===== config.mk =====
export PLATFORM = sky130hd
export DESIGN_NAME = ultrasonic_range_scanner_core
export DESIGN_NICKNAME = d
export VERILOG_FILES = /design/src/rtl/urs_pkg.sv /design/src/rtl/urs_seq.sv /design/src/rtl/urs_dist_store.sv /design/src/rtl/ultrasonic_range_scanner_core.sv
export VERILOG_INCLUDE_DIRS = /design/src /design/src/rtl
export SDC_FILE = /design/constraint.sdc
export NUM_CORES = 1
export LEC_CHECK = 0
export BUFFER_PORTS_ARGS = -buffer_cell sky130_fd_sc_hd__clkbuf_2
export CAP_MARGIN = 20
export CELL_PAD_IN_SITES_DETAIL_PLACEMENT = 1
export CELL_PAD_IN_SITES_GLOBAL_PLACEMENT = 1
export CORE_MARGIN = 2
export CORE_UTILIZATION = 45
export DETAILED_ROUTE_END_ITERATION = 10
export PLACE_DENSITY = 0.83
export SYNTH_ARGS = -nofsm -noshare
export SYNTH_HDL_FRONTEND = slang
export SYNTH_HIERARCHICAL = 1
export SYNTH_SLANG_ARGS = --single-unit

===== constraint.sdc =====
create_clock -name clk -period 13.3 [get_ports clk]
set_clock_uncertainty 0.2 [all_clocks]
set_input_delay 0.665 -clock clk [delete_from_list [all_inputs] [get_ports clk]]
set_output_delay 0.665 -clock clk [all_outputs]
set_load 0.05 [all_outputs]

===== src/rtl/ultrasonic_range_scanner_core_macros.svh =====
// assertion macros for the ultrasonic range scanner
`ifndef ULTRASONIC_RANGE_SCANNER_CORE_MACROS_SVH
`define ULTRASONIC_RANGE_SCANNER_CORE_MACROS_SVH

`ifndef SYNTH

// checked while out of reset
`define URS_ASSERT(lbl, clk, rst_n, prop, msg) \
    lbl: assert property (@(posedge clk) disable iff (!rst_n) prop) else $error(msg);

// checked at every edge, reset included
`define URS_ASSERT_ALWAYS(lbl, clk, prop, msg) \
    lbl: assert property (@(posedge clk) prop) else $error(msg);

`else

`define URS_ASSERT(lbl, clk, rst_n, prop, msg)
`define URS_ASSERT_ALWAYS(lbl, clk, prop, msg)

`endif

`endif


===== src/rtl/urs_pkg.sv =====
package urs_pkg;

    localparam int DIST_W = 18;
    localparam logic [DIST_W-1:0] DIST_MAX = 18'h3FFFF;

    localparam logic [15:0] PERIOD_RESET = 16'd20000;

    // echo ticks to 1/16 cm is ticks * 80 / 29
    localparam int DIV_REM_W = 5;
    localparam logic [DIV_REM_W-1:0] DIV_DEN = 5'd29;
    localparam logic [DIV_REM_W:0] STEP_REM = 6'd22;  // 80 mod 29
    localparam int STEP_QUO = 2;                      // 80 div 29

    typedef enum logic [2:0] {
        PH_TRIG_START = 3'd0,
        PH_TRIG_LOW   = 3'd1,
        PH_RELEASE    = 3'd2,
        PH_WAIT_EDGE  = 3'd3,
        PH_COUNT      = 3'd4,
        PH_PERIOD     = 3'd5
    } phase_t;

    typedef logic [1:0] sensor_t;

    localparam sensor_t SENSOR_LEFT   = 2'd0;
    localparam sensor_t SENSOR_MIDDLE = 2'd1;
    localparam sensor_t SENSOR_RIGHT  = 2'd2;

    typedef struct packed {
        logic              en;
        sensor_t           idx;
        logic [DIST_W-1:0] dist_val;
    } store_t;

endpackage


===== src/rtl/urs_seq.sv =====
module urs_seq #(
    parameter int COUNT_WIDTH = 16
) (
    input  logic              clk,
    input  logic              rst_n,
    input  logic              step,
    input  logic [2:0]        echo_levels,
    input  logic [15:0]       period_ticks,
    output urs_pkg::sensor_t  sensor,
    output urs_pkg::phase_t   phase,
    output urs_pkg::store_t   store
);

    localparam int QW = COUNT_WIDTH + 2;
    localparam int EW = (QW > urs_pkg::DIST_W) ? QW : urs_pkg::DIST_W;
    localparam int PW = (COUNT_WIDTH > 16) ? COUNT_WIDTH : 16;
    localparam logic [COUNT_WIDTH-1:0] TICK_MAX = {COUNT_WIDTH{1'b1}};

    urs_pkg::phase_t phase_reg, phase_next;
    urs_pkg::sensor_t sensor_reg, sensor_next;
    logic last_echo_reg, last_echo_next;
    logic [COUNT_WIDTH-1:0] tick_reg, tick_next;
    // running quotient and remainder of tick_reg * 80 / 29
    logic [QW-1:0] quo_reg, quo_next;
    logic [urs_pkg::DIV_REM_W-1:0] rem_reg, rem_next;

    logic [1:0] sel;
    logic echo;
    logic edge_seen;
    logic zero_count;
    logic bump;
    logic [COUNT_WIDTH-1:0] tick_base;
    logic [QW-1:0] quo_base;
    logic [urs_pkg::DIV_REM_W-1:0] rem_base;
    logic [urs_pkg::DIV_REM_W:0] rem_sum;
    logic [EW-1:0] quo_ext;
    logic [urs_pkg::DIST_W-1:0] dist_sat;
    logic period_done;

    assign sel = (sensor_reg > urs_pkg::SENSOR_RIGHT) ? urs_pkg::SENSOR_RIGHT : sensor_reg;
    assign echo = echo_levels[sel];
    assign edge_seen = echo != last_echo_reg;
    assign period_done = PW'(tick_reg) >= PW'(period_ticks);

    assign quo_ext = EW'(quo_reg);
    assign dist_sat = (quo_ext > EW'(urs_pkg::DIST_MAX)) ? urs_pkg::DIST_MAX
                                                          : quo_ext[urs_pkg::DIST_W-1:0];

    always_comb
    begin
        phase_next = phase_reg;
        sensor_next = sensor_reg;
        last_echo_next = last_echo_reg;
        zero_count = 1'b0;
        bump = 1'b1;
        store.en = 1'b0;
        store.idx = sensor_reg;
        store.dist_val = dist_sat;

        case (phase_reg)
            urs_pkg::PH_TRIG_START:
            begin
                zero_count = 1'b1;
                phase_next = urs_pkg::PH_TRIG_LOW;
            end
            urs_pkg::PH_TRIG_LOW:
            begin
                phase_next = urs_pkg::PH_RELEASE;
            end
            urs_pkg::PH_RELEASE:
            begin
                phase_next = urs_pkg::PH_WAIT_EDGE;
            end
            urs_pkg::PH_WAIT_EDGE:
            begin
                if (edge_seen)
                begin
                    zero_count = 1'b1;
                    phase_next = urs_pkg::PH_COUNT;
                end
                last_echo_next = echo;
            end
            urs_pkg::PH_COUNT:
            begin
                if (edge_seen)
                begin
                    store.en = sensor_reg <= urs_pkg::SENSOR_RIGHT;
                    phase_next = urs_pkg::PH_PERIOD;
                end
                last_echo_next = echo;
            end
            urs_pkg::PH_PERIOD:
            begin
                if (period_done)
                begin
                    sensor_next = (sensor_reg >= urs_pkg::SENSOR_RIGHT) ? urs_pkg::SENSOR_LEFT
                                                                        : sensor_reg + 2'd1;
                    zero_count = 1'b1;
                    bump = 1'b0;
                    phase_next = urs_pkg::PH_TRIG_START;
                end
            end
            default:
            begin
                phase_next = phase_reg;
            end
        endcase

        tick_base = zero_count ? '0 : tick_reg;
        quo_base = zero_count ? '0 : quo_reg;
        rem_base = zero_count ? '0 : rem_reg;
        rem_sum = {1'b0, rem_base} + urs_pkg::STEP_REM;

        tick_next = tick_base;
        quo_next = quo_base;
        rem_next = rem_base;
        // saturating tick counter, quotient follows it step for step
        if (bump && tick_base != TICK_MAX)
        begin
            tick_next = tick_base + COUNT_WIDTH'(1);
            if (rem_sum >= {1'b0, urs_pkg::DIV_DEN})
            begin
                rem_next = urs_pkg::DIV_REM_W'(rem_sum - {1'b0, urs_pkg::DIV_DEN});
                quo_next = quo_base + QW'(urs_pkg::STEP_QUO + 1);
            end
            else
            begin
                rem_next = rem_sum[urs_pkg::DIV_REM_W-1:0];
                quo_next = quo_base + QW'(urs_pkg::STEP_QUO);
            end
        end
    end

    always_ff @(posedge clk or negedge rst_n)
    begin
        if (!rst_n)
        begin
            phase_reg <= urs_pkg::PH_TRIG_START;
            sensor_reg <= urs_pkg::SENSOR_LEFT;
            last_echo_reg <= 1'b0;
            tick_reg <= '0;
            quo_reg <= '0;
            rem_reg <= '0;
        end
        else if (step)
        begin
            phase_reg <= phase_next;
            sensor_reg <= sensor_next;
            last_echo_reg <= last_echo_next;
            tick_reg <= tick_next;
            quo_reg <= quo_next;
            rem_reg <= rem_next;
        end
    end

    assign sensor = sensor_reg;
    assign phase = phase_reg;

endmodule


===== src/rtl/urs_dist_store.sv =====
module urs_dist_store (
    input  logic                         clk,
    input  logic                         rst_n,
    input  logic                         step,
    input  urs_pkg::store_t              store,
    output logic                         distance_valid,
    output logic [urs_pkg::DIST_W-1:0]   distance_left,
    output logic [urs_pkg::DIST_W-1:0]   distance_middle,
    output logic [urs_pkg::DIST_W-1:0]   distance_right
);

    logic valid_reg;
    logic [urs_pkg::DIST_W-1:0] left_reg, middle_reg, right_reg;

    always_ff @(posedge clk or negedge rst_n)
    begin
        if (!rst_n)
        begin
            valid_reg <= 1'b0;
            left_reg <= '0;
            middle_reg <= '0;
            right_reg <= '0;
        end
        else if (step)
        begin
            valid_reg <= store.en;
            if (store.en)
            begin
                case (store.idx)
                    urs_pkg::SENSOR_LEFT:   left_reg <= store.dist_val;
                    urs_pkg::SENSOR_MIDDLE: middle_reg <= store.dist_val;
                    urs_pkg::SENSOR_RIGHT:  right_reg <= store.dist_val;
                    default:                left_reg <= left_reg;
                endcase
            end
        end
    end

    assign distance_valid = valid_reg;
    assign distance_left = left_reg;
    assign distance_middle = middle_reg;
    assign distance_right = right_reg;

endmodule


===== src/rtl/ultrasonic_range_scanner_core.sv =====
// Scans three ultrasonic rangers in turn, one 10 us tick beat per input. Each accepted
// tick yields exactly one result beat in the next cycle, and a new tick is accepted every
// cycle while the output is taken (in_ready drops only while a result waits unread).
// The whole phase step is combinational logic between the scan state and the result
// registers; the echo length is turned into 1/16 cm by a running quotient kept alongside
// the tick counter, so no divider is involved. The result carries the trigger drive, the
// sensor served, a flag for a freshly stored distance and the latest three distances.
// A sensor that never answers holds the scan in its echo wait or count phase. The user
// must write period_ticks via cfg_wr_en/cfg_wr_data only while idle; this is not enforced.
`include "ultrasonic_range_scanner_core_macros.svh"

module ultrasonic_range_scanner_core #(
    parameter int COUNT_WIDTH = 16
) (
    input  logic                         clk,
    input  logic                         rst_n,
    input  logic                         cfg_wr_en,
    input  logic [15:0]                  cfg_wr_data,
    input  logic                         in_valid,
    output logic                         in_ready,
    input  logic [2:0]                   echo_levels,
    output logic                         out_valid,
    input  logic                         out_ready,
    output logic [1:0]                   active_sensor,
    output logic                         trigger_driven,
    output logic                         trigger_high,
    output logic                         distance_valid,
    output logic [urs_pkg::DIST_W-1:0]   distance_left,
    output logic [urs_pkg::DIST_W-1:0]   distance_middle,
    output logic [urs_pkg::DIST_W-1:0]   distance_right
);

    logic [15:0] period_reg;
    logic out_valid_reg, out_valid_next;
    logic step;
    urs_pkg::sensor_t sensor;
    urs_pkg::phase_t phase;
    urs_pkg::store_t store;

    assign in_ready = !out_valid_reg || out_ready;
    assign step = in_valid && in_ready;

    always_comb
    begin
        out_valid_next = out_valid_reg;
        if (step)
            out_valid_next = 1'b1;
        else if (out_ready)
            out_valid_next = 1'b0;
    end

    always_ff @(posedge clk or negedge rst_n)
    begin
        if (!rst_n)
        begin
            period_reg <= urs_pkg::PERIOD_RESET;
            out_valid_reg <= 1'b0;
        end
        else
        begin
            if (cfg_wr_en)
                period_reg <= cfg_wr_data;
            out_valid_reg <= out_valid_next;
        end
    end

    urs_seq #(
        .COUNT_WIDTH(COUNT_WIDTH)
    ) u_seq (
        .clk(clk),
        .rst_n(rst_n),
        .step(step),
        .echo_levels(echo_levels),
        .period_ticks(period_reg),
        .sensor(sensor),
        .phase(phase),
        .store(store)
    );

    // state and store registers hold the last beat's result until the next accept
    urs_dist_store u_store (
        .clk(clk),
        .rst_n(rst_n),
        .step(step),
        .store(store),
        .distance_valid(distance_valid),
        .distance_left(distance_left),
        .distance_middle(distance_middle),
        .distance_right(distance_right)
    );

    assign out_valid = out_valid_reg;
    assign active_sensor = sensor;
    assign trigger_driven = (phase == urs_pkg::PH_TRIG_LOW) || (phase == urs_pkg::PH_RELEASE);
    assign trigger_high = phase == urs_pkg::PH_TRIG_LOW;

    `URS_ASSERT_ALWAYS(a_sensor_in_range, clk, active_sensor != 2'd3, "sensor code 3 reached")
    `URS_ASSERT_ALWAYS(a_high_is_driven, clk, !trigger_high || trigger_driven, "high not driven")
    `URS_ASSERT(a_store_not_driven, clk, rst_n, distance_valid |-> !trigger_driven, "store while driving")
    `URS_ASSERT(a_high_then_low, clk, rst_n, (step && trigger_high) |=> (trigger_driven && !trigger_high), "trigger pulse too long")

endmodule

==> results.txt, run 1 <==
Result of the run -> finished clean
Critical R2R Capture -> u_seq/rem_reg[4]
Fin area -> 7340 um^2
Post-synthesis sequential area ratio -> 0.467
Hold WS -> 45.1 ps
Starting DRT DRC Count -> 225
Post-synth EDFFs -> 0
Slew @ Worst Pin -> 972 ps
Area contributors post-synth -> dfrtp_1 45%, mux2_4 9.6%, mux2_2 6.1%
Sink Count -> 117
Main synth FF type -> dfrtp_1
Unrepaired setup endpoints after global routing -> false
DRC -> 0
Synthesis-stage register bit count -> 117
Yosys top cell by area -> dfrtp_1
Worst Path Required -> 13430 ps
Max-Cap Viols -> 0
Number of unique standard cell types used by synthesis -> 64
Io pins -> 85
Num rows -> 43
Crit path capture type -> flip-flop
Via density -> 5.68
Total gr overflow -> 0
RR Startpoint -> u_seq/tick_reg[0]
YS warnings -> 6
Worst slack at placement -> 8020 ps
Post-CTS Setup Inserts -> 0
TritonRoute pass-1 iters -> 4
Initial core utilization -> 0.456
Synth top area share -> 0.446
Synth async-reset ratio -> 1.00
Resized cells post-CTS -> 0
WL per Instance -> 20.3 um
Max Clock Freq -> 181 MHz
Leak -> 3.68 nW
Die X -> 122 um
Die area -> 14900 um^2
Fin. max-slew vios -> 0
TritonCTS clock tree -> yes
GRT Resource Usage Total -> 0.236
CTS Buf Count -> 17
Final Cycle Share -> 0.414
CP Launch Type -> flip-flop
Vias -> 4689
Post-route ant nets -> 0
Area after DPL -> 6720 um^2
Post-Syn Instances -> 566
Routed wire length -> 16.8 mm
CP Max Fanout -> 13
Clk_lat worst skew -> 420 ps
PnR worst setup slack -> 7790 ps
Cell Area, Synth -> 6290 um^2
Fillers -> 1520
Relative slew slack -> 0.348
Critical path class -> reg -> reg
Layout net count -> 681
CTS max path bufs -> 2
Vias in the first global route -> 5167
Min Tclk post-route -> 5510 ps
Max rail drop VDD -> 0.0948 mV
Die Y-Extent -> 122 um
Worst min path class -> in -> async
Power Dens Cells -> 181 nW/um^2
H-tree depth -> 4
CORE AREA -> 13800 um^2
Clock slew at reported path FFs -> 60 ps
Port-buffer cells -> 84
FF-to-FF path depth -> 17
Area growth, synth to finish -> 16.8%
Mean Syn Cell Area -> 11.1 um^2
Pwr Total -> 1.33 mW
Final HPWL DP -> 11.1 mm
Final hold vios -> 0
First-pass GRT wire length -> 27.3 mm
Worst reg2reg setup slack -> 7790 ps
Antenna violations before repair -> 0
Ant diodes -> 0
Finish-stage setup viols -> 0
Root buffer cell -> clkbuf_16
GPL Wtd Cong -> 0.840
Sum of negative setup slack -> 0 ps
Cts hold-fix bufs -> 0
Share of post-route cells with drive strength above 1 -> 0.329
Synthesized Nets -> 615
CP arrival -> 5640 ps
Largest net degree at the start of global routing -> 73
[cell usage after synthesis (2+ instances only)]
cell type    n
a211oi_1     2
a21o_1       2
a21oi_1     16
a22o_1       4
a22oi_1      2
a31oi_1      2
a41oi_1      2
and2_1       2
and3_1      12
buf_12       2
buf_2        2
buf_4        2
buf_6        5
clkbuf_1    29
dfrtp_1    112
dfstp_2      5
ha_1        25
inv_1       28
mux2_2      34
mux2_4      40
mux2i_1      4
nand2_1     66
nand2b_1     4
nand3_1     20
nand4_1      9
nand4b_4     2
nor2_1      25
nor3_1       4
nor4_1       4
o211ai_1     3
o21a_1       2
o21ai_0     33
o21ai_2      2
o22ai_1      2
o31ai_1      7
o41ai_1      2
or2_2        2
xnor2_1      8
xor2_1      14
[layer usage]
layer	wire length [um]	part of all wire	up-vias	GRT usage
li1	-	-	2113	-
met1	6820	0.41	2430	0.281
met2	9000	0.54	108	0.419
met3	530	0.032	38	0.0431
met4	431	0.026	0	0.0948
met5	0	0	-	0
[critical path, stage by stage (launching register included)]
cell and delay [ps]:
dfrtp_1 370, inv_1 120, ha_1 240, nand2b_1 140, a2111o_1 400, a32o_1 260, o21ai_2 380, nand2_1 400
nor2_1 190, ha_1 220, nand2_1 100, nor4_2 520, nand3_1 380, nor2_1 360, nor2_1 270, o21ai_0 590
a21oi_1 100, o21ai_0 190
[stage by stage]
| stage | instances | utilization |
|---|---|---|
| 2_1_floorplan | 566 | - |
| 3_3_place_gp | 792 | 0.488 |
| 3_5_place_dp | 792 | 0.488 |
| 4_1_cts | 824 | 0.532 |
| 5_1_grt | 825 | 0.533 |
| 6_report | 825 | 0.533 |
[layout make-up]
cell class / instances / area [um^2] / area share
Clock buffer: 20 / 467 / 0.0636
Multi-Input combinational cell: 381 / 3020 / 0.411
Inverter: 28 / 105 / 0.0143
Timing Repair Buffer: 87 / 453 / 0.0617
Sequential cell: 117 / 2930 / 0.400
Clock inverter: 12 / 140 / 0.0191
Tap cell: 180 / 225 / 0.0307
[how the worst max path moves through the flow]
stage	from	to	slack (ps)	cells after the start
after floorplan	u_seq/tick_reg[0]	u_seq/quo_ext[11]	9120	19
after global placement	u_seq/tick_reg[0]	u_seq/rem_reg[4]	8300	17
after detailed placement	u_seq/tick_reg[0]	u_seq/rem_reg[4]	8020	17
after CTS	u_seq/tick_reg[0]	u_seq/rem_reg[4]	7920	17
after global routing	u_seq/tick_reg[0]	u_seq/rem_reg[4]	7340	17
final	u_seq/tick_reg[0]	u_seq/rem_reg[4]	7790	17
[layout by cell type, fill, tap and decap left out, types with 7 or more instances in the layout]
cell type / count
dfrtp_1: 112
nand4_1: 9
xor2_1: 14
and3_1: 12
nor2_1: 25
inv_1: 28
xnor2_1: 8
nand2_1: 66
mux2_4: 40
mux2_2: 34
nand3_1: 20
o21ai_0: 33
o31ai_1: 7
ha_1: 25
clkbuf_16: 17
a21oi_1: 16
clkbuf_2: 83
[kinds of logic (layout without fill, tap and decap cells)]
family,count (synthesis),count (layout),synth area share
adder cells (fa/ha/maj),25,25,0.0498
XOR/XNOR,22,22,0.0307
multiplexers,78,78,0.163
AO/OA/AOI/OAI,93,93,0.102
AND/OR/NAND/NOR,163,163,0.135
buffers and inverters,68,147,0.0533
flip-flops,117,117,0.467
[report_power, final]
group	internal, mW	switching, mW	total, mW
Combinational	0.140	0.242	0.382
Clock	0.293	0.177	0.470
Sequential	0.411	0.0691	0.480
No activity file was read; power rests on OpenSTA's default activity.
==> run 2, diff against run 1 <==
--- a/config.mk
+++ b/config.mk
@@ -6,14 +6,15 @@
 export SDC_FILE = /design/constraint.sdc
 export NUM_CORES = 1
 export LEC_CHECK = 0
+export ABC_AREA = 1
 export BUFFER_PORTS_ARGS = -buffer_cell sky130_fd_sc_hd__clkbuf_2
 export CAP_MARGIN = 20
 export CELL_PAD_IN_SITES_DETAIL_PLACEMENT = 1
 export CELL_PAD_IN_SITES_GLOBAL_PLACEMENT = 1
 export CORE_MARGIN = 2
-export CORE_UTILIZATION = 45
+export CORE_UTILIZATION = 43
 export DETAILED_ROUTE_END_ITERATION = 10
-export PLACE_DENSITY = 0.83
+export PLACE_DENSITY = 0.84
 export SYNTH_ARGS = -nofsm -noshare
 export SYNTH_HDL_FRONTEND = slang
 export SYNTH_HIERARCHICAL = 1
==> constraint.sdc (replaced) <==
create_clock -name clk -period 5.3 [get_ports clk]
set_clock_uncertainty 0.2 [all_clocks]
set_input_delay 0.265 -clock clk [delete_from_list [all_inputs] [get_ports clk]]
set_output_delay 0.265 -clock clk [all_outputs]
set_load 0.05 [all_outputs]
==> run 2 against run 1 <==
Synthesized cell count is 55% higher; power grew to 2.9 times the previous value; sequential power grew to 2.5 times the previous value; critical endpoint is now u_seq/tick_reg[12]; die area is 12% higher; combinational power grew to 3.9 times the previous value; first-iteration DRC count is 60% higher; worst setup slack worse by 6500 ps; count of clock-buffer cells in the layout is 3 lower; via count is 30% higher; register-to-register slack worse by 6500 ps; non-clock buffer count is 21 higher; synthesized area is 7.6% higher.
==> results.txt, run 2 <==
Result of the run -> finished clean
Relative slew slack -> 0.377
Final HPWL DP -> 13.4 mm
Largest net degree at the start of global routing -> 71
Worst reg2reg setup slack -> 1270 ps
Fillers -> 1934
Synthesis-stage register bit count -> 117
Layout net count -> 1005
Clk_lat worst skew -> 420 ps
Critical path class -> reg -> reg
Die X -> 129 um
Sw Share -> 0.442
Max Clock Freq -> 248 MHz
Crit-path leading delay family -> simple AND/OR/NAND/NOR gates
Post-synthesis sequential area ratio -> 0.434
Mean Syn Cell Area -> 7.72 um^2
Area growth, synth to finish -> 18.0%
Critical R2R Capture -> u_seq/tick_reg[12]
Area contributors post-synth -> dfrtp_1 41%, nand2_1 15%, nand3_1 7.0%
CTS max path bufs -> 2
Synth async-reset ratio -> 1.00
Multi-input gate area -> 3090 um^2
CTS Buf Count -> 17
Post-route ant nets -> 0
WL per Instance -> 16.6 um
CORE AREA -> 15300 um^2
Post-CTS Setup Inserts -> 0
Ant diodes -> 0
Leading cell type in the layout, fill and taps excluded -> nand2_1
Worst setup endpoint -> u_seq/tick_reg[12]
Finish-stage setup viols -> 0
H-tree depth -> 4
Die Y-Extent -> 129 um
Clock slew at reported path FFs -> 60 ps
Num rows -> 45
TritonRoute pass-1 iters -> 5
Routed wire length -> 19.6 mm
Power Dens Cells -> 484 nW/um^2
Worst path slowest cell -> dfstp_2
Worst min path class -> in -> reg
GPL Wtd Cong -> 0.908
Synthesized Nets -> 925
FF-to-FF path depth -> 19
Min Tclk post-route -> 4030 ps
Clock power frac -> 0.300
Die area -> 16800 um^2
Antenna violations before repair -> 0
Seq pwr share -> 0.312
Synth top area share -> 0.414
P_sw -> 1.71 mW
Port-buffer cells -> 84
Via density -> 5.18
Cell Area, Synth -> 6770 um^2
Crit path capture type -> flip-flop
Fin. max-slew vios -> 0
Placed Cells -> 1129
Root buffer cell -> clkbuf_16
RR Startpoint -> period_reg[11]
Initial core utilization -> 0.442
Total gr overflow -> 0
Buf+Inv Stages, Crit Path -> 3
Number of unique standard cell types used by synthesis -> 41
CP Launch Type -> flip-flop
Vias -> 6118
DRC -> 0
Most instantiated cells after synthesis -> 262 x nand2_1, 112 x dfrtp_1, 111 x inv_1, 95 x nand3_1, 68 x nor2_1
Final Cycle Share -> 0.761
Post-synth EDFFs -> 0
Register Area -> 2930 um^2
Top-count cell post-synth -> nand2_1
Post-Syn Instances -> 876
Crit-path cells -> inv_1 > ha_1 > a21oi_1 > o21ai_1 > a21oi_2 > nand2_2 > nand2_4 > nand2_4 > nor2_1 > ha_1 > nand2_1 > nor3_2 > nand2_4 > inv_2 > nand2_2 > nand3_2 > inv_2 > nand2_1 > xor2_1
Worst Path Required -> 5430 ps
PnR worst setup slack -> 1270 ps
Starting DRT DRC Count -> 361
YS warnings -> 6
Sink Count -> 117
Worst slack at placement -> 1420 ps
CP arrival -> 4160 ps
Main synth FF type -> dfrtp_1
Max-Cap Viols -> 0
Met1 wire length -> 8.80 mm
Metal2 WL -> 9.61 mm
Hold WS -> 77.2 ps
Io pins -> 85
Share of post-route cells with drive strength above 1 -> 0.184
Max Used Layer -> met4
Max rail drop VDD -> 0.271 mV
Leak -> 4.36 nW
GRT Resource Usage Total -> 0.244
CP Max Fanout -> 15
Yosys top cell by area -> dfrtp_1
Worst setup startpoint -> period_reg[11]
Unrepaired setup endpoints after global routing -> false
First-pass GRT wire length -> 32.0 mm
Metal3 WL -> 850 um
Most frequent cells in the layout -> 262 x nand2_1, 112 x dfrtp_1, 111 x inv_1
Largest stage delay on the critical path -> 540 ps
TritonCTS clock tree -> yes
Combinational power share -> 0.387
Cell mode on critical path -> nand2_4
Critical Path Stages -> 19
Sum of negative setup slack -> 0 ps
Final hold vios -> 0
Pint -> 2.16 mW
Layout Cells excl Fill -> 1180
Slew @ Worst Pin -> 934 ps
Vias in the first global route -> 6336
## run 2: power groups by stage
stage	sequential, mW	combinational [mW]	clock [mW]
2_1_floorplan	1.35	0.989	0
3_3_place_gp	1.21	1.42	0
3_5_place_dp	1.22	1.46	0
4_1_cts	1.21	1.49	1.18
5_1_grt	1.23	1.68	1.22
6_report	1.21	1.50	1.16
## run 2: how the worst min path moves through the flow
stage / from / end / slack [ps] / cells past startpoint
after floorplan: rst_n / out_valid / -230 / 0
after global placement: u_store/distance_left[0] / u_store/distance_left[0] / 250 / 2
after detailed placement: rst_n / period_reg[3] / 260 / 1
after CTS: echo_levels[0] / u_seq/last_echo_reg / 70 / 5
after global routing: echo_levels[0] / u_seq/last_echo_reg / 150 / 5
final: echo_levels[0] / u_seq/last_echo_reg / 80 / 5
## run 2: what timing repair did
item,4_1_cts,5_1_grt
hold buffers,19,0
endpoints found under the hold margin,81,0
resized for setup,0,0
## run 2: layout make-up
| cell class | instances | share of cell area |
|---|---|---|
| Multi-Input combinational cell | 597 | 0.387 |
| Timing Repair Buffer | 108 | 0.0830 |
| Clock inverter | 15 | 0.0213 |
| Tap cell | 211 | 0.0331 |
| Inverter | 115 | 0.0547 |
| Clock buffer | 17 | 0.0533 |
| Sequential cell | 117 | 0.367 |
## run 2: stage by stage
| step | total power [mW] | area (um^2) | utilization |
|---|---|---|---|
| global placement | 2.62 | 7200 | 0.470 |
| finish | 3.87 | 7990 | 0.522 |
| floorplan | 2.34 | 6770 | - |
| global route | 4.13 | 7990 | 0.522 |
| detailed placement | 2.68 | 7200 | 0.470 |
| CTS | 3.88 | 7990 | 0.522 |
## run 2: kinds of logic after synthesis
group	count (synthesis)	share of synthesized area
and+or+nand+nor	496	0.334
buffers and inverters	162	0.109
DFF	117	0.434
AOI/OAI and AO/OA	52	0.0453
adders and majority gates	25	0.0462
xor gates and xnor gates	23	0.0298
muxes	1	0.00166
## run 2: routing by layer
metal,vias up,GRT usage
met3,35,0.0467
met1,3021,0.312
met4,0,0.0829
li1,2909,-
met2,153,0.417
met5,-,0
## run 2: worst reg2reg max path: stages (launching register included)
cell	delay [ps]
dfstp_2	540
inv_1	40
ha_1	320
a21oi_1	160
o21ai_1	90
a21oi_2	190
nand2_2	120
nand2_4	200
nand2_4	180
nor2_1	260
ha_1	230
nand2_1	80
nor3_2	300
nand2_4	100
inv_2	90
nand2_2	80
nand3_2	250
inv_2	200
nand2_1	120
xor2_1	200
==> run 3, diff against run 2 <==
--- a/config.mk
+++ b/config.mk
@@ -6,15 +6,15 @@
 export SDC_FILE = /design/constraint.sdc
 export NUM_CORES = 1
 export LEC_CHECK = 0
-export ABC_AREA = 1
+export ABC_AREA = 0
 export BUFFER_PORTS_ARGS = -buffer_cell sky130_fd_sc_hd__clkbuf_2
 export CAP_MARGIN = 20
 export CELL_PAD_IN_SITES_DETAIL_PLACEMENT = 1
 export CELL_PAD_IN_SITES_GLOBAL_PLACEMENT = 1
 export CORE_MARGIN = 2
-export CORE_UTILIZATION = 43
+export CORE_UTILIZATION = 42
 export DETAILED_ROUTE_END_ITERATION = 10
-export PLACE_DENSITY = 0.84
+export PLACE_DENSITY = 0.81
 export SYNTH_ARGS = -nofsm -noshare
 export SYNTH_HDL_FRONTEND = slang
 export SYNTH_HIERARCHICAL = 1
==> constraint.sdc (replaced) <==
create_clock -name clk -period 3.7 [get_ports clk]
set_clock_uncertainty 0.2 [all_clocks]
set_input_delay 0.185 -clock clk [delete_from_list [all_inputs] [get_ports clk]]
set_output_delay 0.185 -clock clk [all_outputs]
set_load 0.05 [all_outputs]
==> run 3 against run 2 <==
The run now ends with setup timing left; critical endpoint is now u_seq/tick_reg[14]; register-to-register slack got worse by 1600 ps; largest cell class unchanged; worst setup slack got worse by 1600 ps; count of clock-buffer cells in the layout unchanged.
==> results.txt, run 3 (synthesis gave the netlist of run 1 again) <==
Final hold vios -> 0
CTS Buf Count -> 17
Leading cell type in the layout, fill and taps excluded -> dfrtp_1
Root buffer cell -> clkbuf_16
Finish-stage setup viols -> 39
Worst slack at placement -> -213 ps
WL per Instance -> 27.3 um
CTS max path bufs -> 2
Sink Count -> 117
Num rows -> 44
Clock power frac -> 0.299
Max rail drop VDD -> 0.449 mV
Leak -> 4.26 nW
Seq pwr share -> 0.321
First-pass GRT wire length -> 34.8 mm
Min Tclk post-route -> 4080 ps
Final HPWL DP -> 12.2 mm
GPL Wtd Cong -> 0.815
Die X -> 126 um
Max-Cap Viols -> 0
TritonRoute pass-1 iters -> 5
CP Max Fanout -> 5
Via density -> 6.08
Die Y-Extent -> 126 um
Fin. max-slew vios -> 0
TritonCTS clock tree -> yes
Routed wire length -> 25.2 mm
Area growth, synth to finish -> 36.6%
Fillers -> 1486
Critical path class -> reg -> reg
Initial core utilization -> 0.431
Share of post-route cells with drive strength above 1 -> 0.476
Starting DRT DRC Count -> 502
Unrepaired setup endpoints after global routing -> true
Port-buffer cells -> 84
Total gr overflow -> 0
Layout net count -> 775
Worst min path class -> in -> reg
Post-route ant nets -> 0
DRC -> 0
Io pins -> 85
PnR worst setup slack -> -379 ps
Largest net degree at the start of global routing -> 75
Max Clock Freq -> 245 MHz
Die area -> 16000 um^2
Result of the run -> finished, violations left
Ant diodes -> 0
Relative slew slack -> 0.329
H-tree depth -> 4
Pwr Total -> 5.53 mW
Vias in the first global route -> 6056
CP arrival -> 4190 ps
CP Launch Type -> flip-flop
CORE AREA -> 14600 um^2
Slew @ Worst Pin -> 1010 ps
Final Cycle Share -> 1.10
Worst Path Required -> 3810 ps
P_sw -> 2.22 mW
Most frequent cells in the layout -> 111 x dfrtp_1, 83 x clkbuf_2, 62 x buf_4
Clk_lat worst skew -> 440 ps
Vias -> 5607
Failing checks -> setup timing
Crit path capture type -> flip-flop
Sw Share -> 0.402
GRT Resource Usage Total -> 0.282
Antenna violations before repair -> 0
Pint -> 3.31 mW
Clock slew at reported path FFs -> 60 ps
Power Dens Cells -> 644 nW/um^2
Combinational power share -> 0.380
==> run 3: changes by cell type in the layout (fill, tap and decap cells not counted), sizes merged, moves of 57 or more <==
| cell | delta |
|---|---|
| nor2 | -57 |
| buf | +73 |
| inv | -90 |
| nand2 | -210 |
| nand3 | -80 |
| mux2 | +73 |
==> run 3: area by class of cell <==
cell class                      count  area (um^2)  area share
Multi-Input combinational cell    381         3470       0.405
Sequential cell                   117         2940       0.342
Timing Repair Buffer              181         1260       0.147
Clock buffer                       17          425      0.0495
Tap cell                          184          230      0.0268
Clock inverter                     14          154      0.0179
Inverter                           28          105      0.0122
==> run 3: final timing paths <==
kind / from / end / slack [ps] / cells after the start
min reg2reg: u_store/distance_right[0] / u_store/distance_right[0] / 310 / 1
max in group asynchronous: rst_n / u_store/distance_middle[9] / 2090 / 3
min in group asynchronous: rst_n / period_reg[2] / 250 / 2
min: cfg_wr_en / period_reg[13] / 200 / 2
max: u_seq/tick_reg[0] / u_seq/tick_reg[14] / -380 / 19
max reg2reg: u_seq/tick_reg[0] / u_seq/tick_reg[14] / -380 / 19
==> run 3: critical path, cell delays in order, from the launching register on <==
cell and delay (ps):
dfrtp_1 410, inv_2 110, ha_4 210, nand2b_4 130, a2111o_1 400, a32o_2 320
buf_6 130, o21ai_4 170, nand2_2 130, nor2_4 170, ha_4 180, nand2_4 70
nor4_4 240, nand3_2 180, nor2_4 210, nor2_4 80, buf_4 170, a41oi_2 180
o21ai_1 120, o31ai_1 140
==> run 3: what timing repair did <==
action | 4_1_cts | 5_1_grt
endpoints found under the hold margin | 84 | 0
pin swaps | 30 | 40
hold buffers | 19 | 0
resized for setup | 39 | 66
endpoints found under the setup margin | 36 | 39
setup buffers | 14 | 16
==> run 3: through the flow <==
step | instances | area (um^2) | setup TNS (ps) | util | hold WS [ps]
3_3_place_gp | 847 | 7170 | -13.8 | 0.492 | 194
2_1_floorplan | 566 | 6360 | -688 | - | -311
3_5_place_dp | 847 | 7170 | -1700 | 0.492 | 198
6_report | 922 | 8590 | -8850 | 0.589 | 201
5_1_grt | 922 | 8590 | -11370 | 0.589 | 212
4_1_cts | 911 | 8210 | -2040 | 0.563 | 123
==> run 3: power groups by stage <==
stage / sequential (mW) / clock (mW) / combinational [mW]
after detailed placement: 1.74 / 0 / 1.51
after global placement: 1.72 / 0 / 1.42
final: 1.78 / 1.65 / 2.10
after CTS: 1.73 / 1.64 / 1.72
after floorplan: 1.86 / 0 / 0.884
after global routing: 1.80 / 1.75 / 2.19
==> run 3: layer usage <==
metal  routed length (um)  share of wire  track usage
met3                 1650          0.065       0.0662
met5                    0              0            0
met4                 1470          0.058        0.143
met2                12300           0.49        0.482
met1                 9770           0.39        0.331
